<file path="config.mk">
export PLATFORM = sky130hd
export DESIGN_NAME = sra_cell
export DESIGN_NICKNAME = d
export VERILOG_FILES = /design/src/sra_pkg.sv /design/src/sra_cell.sv
export SDC_FILE = /design/constraint.sdc
export NUM_CORES = 1
export LEC_CHECK = 0
export CORE_AREA = 2 2 128 130
export DETAILED_ROUTE_END_ITERATION = 8
export DIE_AREA = 0 0 130 132
export DONT_BUFFER_PORTS = 1
export HOLD_SLACK_MARGIN = 0.06
export PLACE_DENSITY = 0.68
export SETUP_SLACK_MARGIN = 0.1
export SYNTH_ARGS = -nofsm -noshare
export SYNTH_HDL_FRONTEND = slang
export SYNTH_SLANG_ARGS = --single-unit
export TNS_END_PERCENT = 10
</file>
<file path="constraint.sdc">
create_clock -name aclk -period 4.96 [get_ports aclk]
set_input_delay 0.248 -clock aclk [delete_from_list [all_inputs] [get_ports aclk]]
set_output_delay 0.248 -clock aclk [all_outputs]
set_load 0.01 [all_outputs]
</file>
<file path="src/sra_pkg.sv">
package sra_pkg;

    localparam int MAX_SEGMENTS = 64;
    localparam int COORD_BITS   = 12;
    localparam int DIM_BITS     = COORD_BITS + 1;
    localparam int IDX_BITS     = $clog2(MAX_SEGMENTS);
    localparam int CNT_BITS     = $clog2(MAX_SEGMENTS + 1);
    localparam int AREA_BITS    = 25;
    localparam int PROD_BITS    = 2 * COORD_BITS;
    localparam int SUM_BITS     = ((PROD_BITS > AREA_BITS) ? PROD_BITS : AREA_BITS) + 1;

    localparam logic [COORD_BITS-1:0] COORD_MAX   = '1;
    localparam logic [AREA_BITS-1:0]  AREA_MAX    = '1;
    localparam logic [DIM_BITS-1:0]   ATLAS_RESET = DIM_BITS'(512);

    // request types
    localparam logic REQ_ALLOC = 1'b0;
    localparam logic REQ_CLEAR = 1'b1;

    // configuration register indexes
    localparam logic CFG_ATLAS_W = 1'b0;
    localparam logic CFG_ATLAS_H = 1'b1;

    typedef struct packed {
        logic [COORD_BITS-1:0] x;
        logic [COORD_BITS-1:0] y;
        logic [COORD_BITS-1:0] w;
    } seg_t;

    // one fit probe traveling up the chain
    typedef struct packed {
        logic                  active;
        logic                  ok;
        logic [COORD_BITS-1:0] left;
        logic [COORD_BITS-1:0] y;
        logic [IDX_BITS-1:0]   idx;
        logic [COORD_BITS-1:0] x;
        logic [COORD_BITS-1:0] w;
    } probe_t;

    // common control to every cell
    typedef struct packed {
        logic                  search_start;
        logic                  search_step;
        logic                  pop;
        logic                  push;
        logic                  load_clear;
        seg_t                  push_seg;
        seg_t                  clear_seg;
        logic [CNT_BITS-1:0]   occ;
        logic [COORD_BITS-1:0] req_w;
        logic [COORD_BITS-1:0] req_h;
        logic [DIM_BITS-1:0]   atlas_w;
        logic [DIM_BITS-1:0]   atlas_h;
    } cell_ctl_t;

    function automatic logic [COORD_BITS-1:0] sat_coord(input logic [DIM_BITS-1:0] v);
        logic [COORD_BITS-1:0] r;
        r = (v > {1'b0, COORD_MAX}) ? COORD_MAX : v[COORD_BITS-1:0];
        return r;
    endfunction

    function automatic seg_t first_seg(input logic [DIM_BITS-1:0] aw);
        seg_t s;
        s.x = COORD_BITS'(1);
        s.y = COORD_BITS'(1);
        s.w = (aw >= DIM_BITS'(2)) ? sat_coord(aw - DIM_BITS'(2)) : '0;
        return s;
    endfunction

endpackage

</file>
<file path="src/sra_cell.sv">
module sra_cell (
    input  logic                         aclk,
    input  logic                         aresetn,
    input  sra_pkg::cell_ctl_t           ctl,
    input  logic [sra_pkg::IDX_BITS-1:0] cell_idx,
    input  sra_pkg::seg_t                seg_up,
    input  sra_pkg::probe_t              probe_in,
    output sra_pkg::seg_t                seg_q,
    output sra_pkg::probe_t              probe_out
);
    import sra_pkg::*;

    seg_t                seg_reg, seg_next;
    probe_t              probe_reg, probe_next, probe_init;
    logic [CNT_BITS-1:0] my_pos;
    logic                seg_valid;
    logic [COORD_BITS-1:0] max_y;
    logic [DIM_BITS:0]   x_end, y_end;

    assign my_pos    = CNT_BITS'(cell_idx);
    assign seg_valid = my_pos < ctl.occ;
    assign seg_q     = seg_reg;

    // right edge check for a probe born here
    assign x_end = {2'b00, seg_reg.x} + {2'b00, ctl.req_w} + (DIM_BITS+1)'(1);
    assign max_y = (seg_reg.y > probe_reg.y) ? seg_reg.y : probe_reg.y;
    assign y_end = {2'b00, max_y} + {2'b00, ctl.req_h} + (DIM_BITS+1)'(1);

    always_comb begin
        probe_init.active = seg_valid;
        probe_init.ok     = seg_valid && !(x_end > {1'b0, ctl.atlas_w});
        probe_init.left   = ctl.req_w;
        probe_init.y      = seg_reg.y;
        probe_init.idx    = cell_idx;
        probe_init.x      = seg_reg.x;
        probe_init.w      = seg_reg.w;
    end

    // probe passing over this segment
    always_comb begin
        probe_out = probe_reg;
        if (probe_reg.active && probe_reg.ok && probe_reg.left != '0) begin
            if (!seg_valid) begin
                probe_out.ok = 1'b0;
            end else begin
                probe_out.y = max_y;
                if (y_end > {1'b0, ctl.atlas_h}) begin
                    probe_out.ok = 1'b0;
                end
                probe_out.left = (probe_reg.left > seg_reg.w) ?
                                 probe_reg.left - seg_reg.w : '0;
            end
        end
    end

    always_comb begin
        probe_next = probe_reg;
        if (ctl.search_start) begin
            probe_next = probe_init;
        end else if (ctl.search_step) begin
            probe_next = probe_in;
        end
    end

    // shift-register queue: pop moves toward cell 0, push lands at the tail
    always_comb begin
        seg_next = seg_reg;
        if (ctl.load_clear) begin
            if (cell_idx == '0) begin
                seg_next = ctl.clear_seg;
            end
        end else if (ctl.pop) begin
            seg_next = seg_up;
            if (ctl.push && my_pos == ctl.occ - CNT_BITS'(1)) begin
                seg_next = ctl.push_seg;
            end
        end else if (ctl.push && my_pos == ctl.occ) begin
            seg_next = ctl.push_seg;
        end
    end

    always_ff @(posedge aclk) begin
        if (!aresetn) begin
            seg_reg   <= (cell_idx == '0) ? first_seg(ATLAS_RESET) : '0;
            probe_reg <= '0;
        end else begin
            seg_reg   <= seg_next;
            probe_reg <= probe_next;
        end
    end

endmodule

</file>
======== Word level (Yosys, flattened, before mapping) ========
Index checks and enable logic that the tools add are counted.
storage, ports and cells
  register bits after elaboration ......... 92
  input bits .............................. 234
  output and inout port bits .............. 92
  word-level logic and storage cells ...... 50
operators by class
  $add $sub $neg .......................... 6
  $lt $le $gt $ge ......................... 5
  eq/ne operators ......................... 4
  multiplexer cells ....................... 15
  reductions and logical operators ........ 10
operators with widths
  kind                                                                count
  36-bit 2-to-1 mux                                                   6
  56-bit 2-to-1 mux                                                   2
  25-bit 2-to-1 mux                                                   2
  13-bit by 1-bit adder with 14-bit output, second input constant     2
  14-bit by 13-bit > comparator with 1-bit output                     2
  12-bit by 12-bit adder with 13-bit output                           2
  12-bit > comparator                                                 2
  12-bit 2-to-1 mux                                                   2
  24-bit 2-to-1 mux                                                   1
  6-bit by 7-bit == test with 1-bit output                            2
  12-bit nonzero test                                                 1
  12-bit subtractor                                                   1
  6-bit by 7-bit less-than comparator with 1-bit output               1
  7-bit by 1-bit subtractor with 7-bit output, second input constant  1
  6-bit logical NOT                                                   1
  1-bit logical AND                                                   5
  4-bit by 1-bit != test with 1-bit output, second input constant     1
  3-bit by 2-bit != test with 1-bit output, second input constant     1
  1-bit 2-to-1 mux                                                    2
  2-bit AND reduction                                                 1
  2-bit nonzero test                                                  1
  1-bit logical NOT                                                   1

======== Longest topological paths before layout ========
  depth in word-level cells ............... 8
  mapped depth ............................ 23
  mapped depth without buffers ............ 22

======== Worst setup path before layout ========
No wires, ideal clock.
  path kind ............................... register to output
  start point ............................. register seg_reg, in the netlist seg_q[18]
  end point ............................... output port probe_out[54] in the netlist's numbering
  arrival ................................. 4923 ps
  required time ........................... 4712 ps
  path slack .............................. -211 ps
  cell stages (with the launch flop) ...... 20
  path buffers ............................ 1
  path through ............................ edfxtp_1 > ha_1 > a21o_1 > a221o_1 > a221oi_2 > a21oi_1 > buf_4 > mux2_1 > ha_1 > nor2b_1 > o211ai_1 > a31oi_1 > o41ai_2 > or4b_1 > o211ai_1 > ha_1 > o21a_1 > a221oi_1 > o21ai_0 > a21boi_0
RTL lines
  item                      RTL line        RTL
  start: declaration        sra_cell.sv:13  seg_t seg_reg, seg_next;
  start signal: assignment  sra_cell.sv:84  seg_reg <= (cell_idx == '0) ? first_seg(ATLAS_RESET) : '0;
  start signal: assignment  sra_cell.sv:87  seg_reg <= seg_next;
  end: declaration          sra_cell.sv:9   output sra_pkg::probe_t probe_out

==> results.ini <==
[routing]
wl_per_cell_um=21.58
drc_errors=0
vias=6715
antenna_left=0
vias_per_cell=5.890
drtPass1Iterations=5
drt_iter0_drc=362
wirelength_mm=24.60

[timing]
worst_slack_ns=-0.3838
finalCritPeriodShare_pct=107.7
hold_violations=0
fin_crit_ns=5.344
tightest_slew_ns=1.072
finalSetupViolCount=1
max_freq_mhz=187.1
maxSlewViolCount=0
finalClockSkew_ns=0.009061
rsz0062_at_grt=true
setup_tns_ns=-0.3838
max_slew_margin_pct=28.38

[cts]
cts.htree.levels=3
cts_buffer_depth=2
root_buffer=clkbuf_16
clock-sinks=92
clock_latency_ns=0.36
cts_tree=yes
cts_buffers=9
clk_pin_slew_ns=0.07

[die]
start_util_pct=51.90
die_y_um=132
die-area_sq_um=17160
ios=326
die_x_um=130
core_area_sq_um=15710
num_rows=46

[run_status]
status=complete, but fails checks
violations=negative setup slack

[global_route]
grt_first_pass_wirelength_mm=36.53
grt_pass1_vias=6519
grt_max_degree=113
grtUsageTotal_pct=27.90
antenna_found_initial=3
grt-ovfl-total=0

[logic_synthesis]
ys.flop_type=dfxtp_1
synth-edff-count=36
ys_ff_latch=92
ys_types=63
syn_area_per_cell_sq_um=8.610
synth_nets=1266
yosys_warnings=0
synthArstFlopShare_pct=0
synth_cells=947
synth_area_leaders=dfxtp_1 14%, edfxtp_1 13%, ha_1 13%
syn_area_sq_um=8154
synthTopCellsByCount=101 x o21ai_0, 96 x mux2i_1, 82 x ha_1
synth_top_area_cell=dfxtp_1
ys_seq_area_share_pct=27.01
synth_most_common_cell=o21ai_0
synth_top_area_share_pct=13.75

[setup_path]
required_ns=4.71
worstSetupStartpointType=register
cp_max_fo=8
critPathKind=reg -> out
critPathCaptureType=output pin
critPathArrivalTime_ns=5.10

[place]
place_area_sq_um=8227
place_congestion=0.9040
io_buffers=0
dp_slack_ns=-0.04209
dp_hpwl_mm=18.91

[layout]
drive_gt1_share_pct=10.29
fin_nets=1237
multi_input_area_sq_um=5351
fin_area_sq_um=8658
ff_latch_area_sq_um=2205
largest_reg_flops=36
synthToLayoutAreaGrowth_pct=6.184
fillers=1435

[flow_run]
max_cap_viol_count=0

[power_and_ir_drop]
power.total_mw=2.710
power.leakage_nw=3.897
ir_worst_vdd_uv=157.2
power_density_nw_per_um2=313.0

[hold_path]
hp-class=in -> reg

-- final timing paths --
kind	start	endpoint	slack [ns]	cells after the start
max reg2reg	seg_q[24]$_DFFE_PP_	probe_reg[54]$_SDFFE_PN0P_	1.11	16
min reg2reg	seg_q[9]$_SDFFCE_PN0P_	probe_out[9]$_SDFFE_PN0P_	0.72	3
max	seg_q[17]$_SDFFCE_PN0P_	probe_out[54]	-0.38	18
min	ctl[133]	probe_reg[54]$_SDFFE_PN0P_	0.1	1
-- cell families after synthesis --
family	share of synthesized area, %
AOI/OAI and AO/OA	18.44
and+or+nand+nor	14.21
buffers and inverters	8.731
muxes	14.96
DFF	27.01
adders and majority gates	13.32
xor gates and xnor gates	3.330
-- layout make-up --
cell class / count / share of cell area [%]
clock buffer: 9 / 2.601
antenna: 1 / 0.02890
multi-input combinational: 708 / 61.81
tap: 216 / 3.121
clock inverter: 7 / 0.7370
inverter: 74 / 3.208
sequential: 92 / 25.46
timing repair buffer: 33 / 3.035
-- report_power, final --
part           internal (mW)  leakage (nW)  switching, mW  total [mW]
Combinational          0.511          2.92          0.547        1.06
Sequential             0.865         0.836         0.0967       0.961
Clock                  0.353         0.143          0.338       0.691
-- cell usage in the layout, fill, tap and decap left out, types with 5 or more instances in the layout --
master / count
nand2_1: 79
nor2b_1: 8
xor2_1: 8
a21oi_1: 60
o21ai_0: 96
and3_1: 6
xnor2_1: 23
nand3_1: 7
nor3_1: 10
inv_1: 73
nand4_1: 7
edfxtp_1: 36
a22o_1: 10
nor2_1: 32
nor4_1: 6
mux2_2: 19
mux2i_1: 96
o21a_1: 12
a211oi_1: 5
a21o_1: 14
buf_4: 31
clkbuf_16: 9
ha_1: 77
dfxtp_1: 54
and2_1: 56
o21ai_1: 9
-- metrics by stage --
stage | hold slack, ns | std cells | utilization (%)
floorplan | 0.4489 | 947 | -
global placement | 0.3750 | 1116 | 52.36
detailed placement | 0.3800 | 1116 | 52.36
CTS | 0.06392 | 1137 | 54.75
global route | 0.06933 | 1140 | 55.10
finish | 0.09672 | 1140 | 55.10
-- layer usage --
metal | part of all wire, % | global-route usage (%) | up-vias
met5 | 0.093 | 0 | -
met4 | 1.7 | 7.168 | 4
met3 | 8.3 | 8.198 | 33
met2 | 46 | 44.18 | 257
met1 | 44 | 37.22 | 3129
li1 | - | - | 3292
-- worst max-delay path, cell delays in order, from the launching register on --
cell and delay, ns:
edfxtp_1 0.39, ha_1 0.29, and3_4 0.18, a221o_1 0.36, a221oi_4 0.36, a21oi_4 0.15
mux2_4 0.34, ha_4 0.21, nor2b_4 0.12, o211ai_1 0.25, a31oi_2 0.15, o41ai_2 0.34
or4b_1 0.46, o211ai_1 0.12, ha_1 0.27, o21a_1 0.18, a221oi_2 0.26, o21ai_1 0.11
a21boi_2 0.21
-- what timing repair did --
action                                  4_1_cts  5_1_grt
resized for setup                             6        8
endpoints found under the setup margin        1        1
hold buffers                                  2        0
buffers inserted                              3        2
hold endpoints to repair                     55        0
pin swaps                                     7       14
No activity file was read; power rests on OpenSTA's default activity.
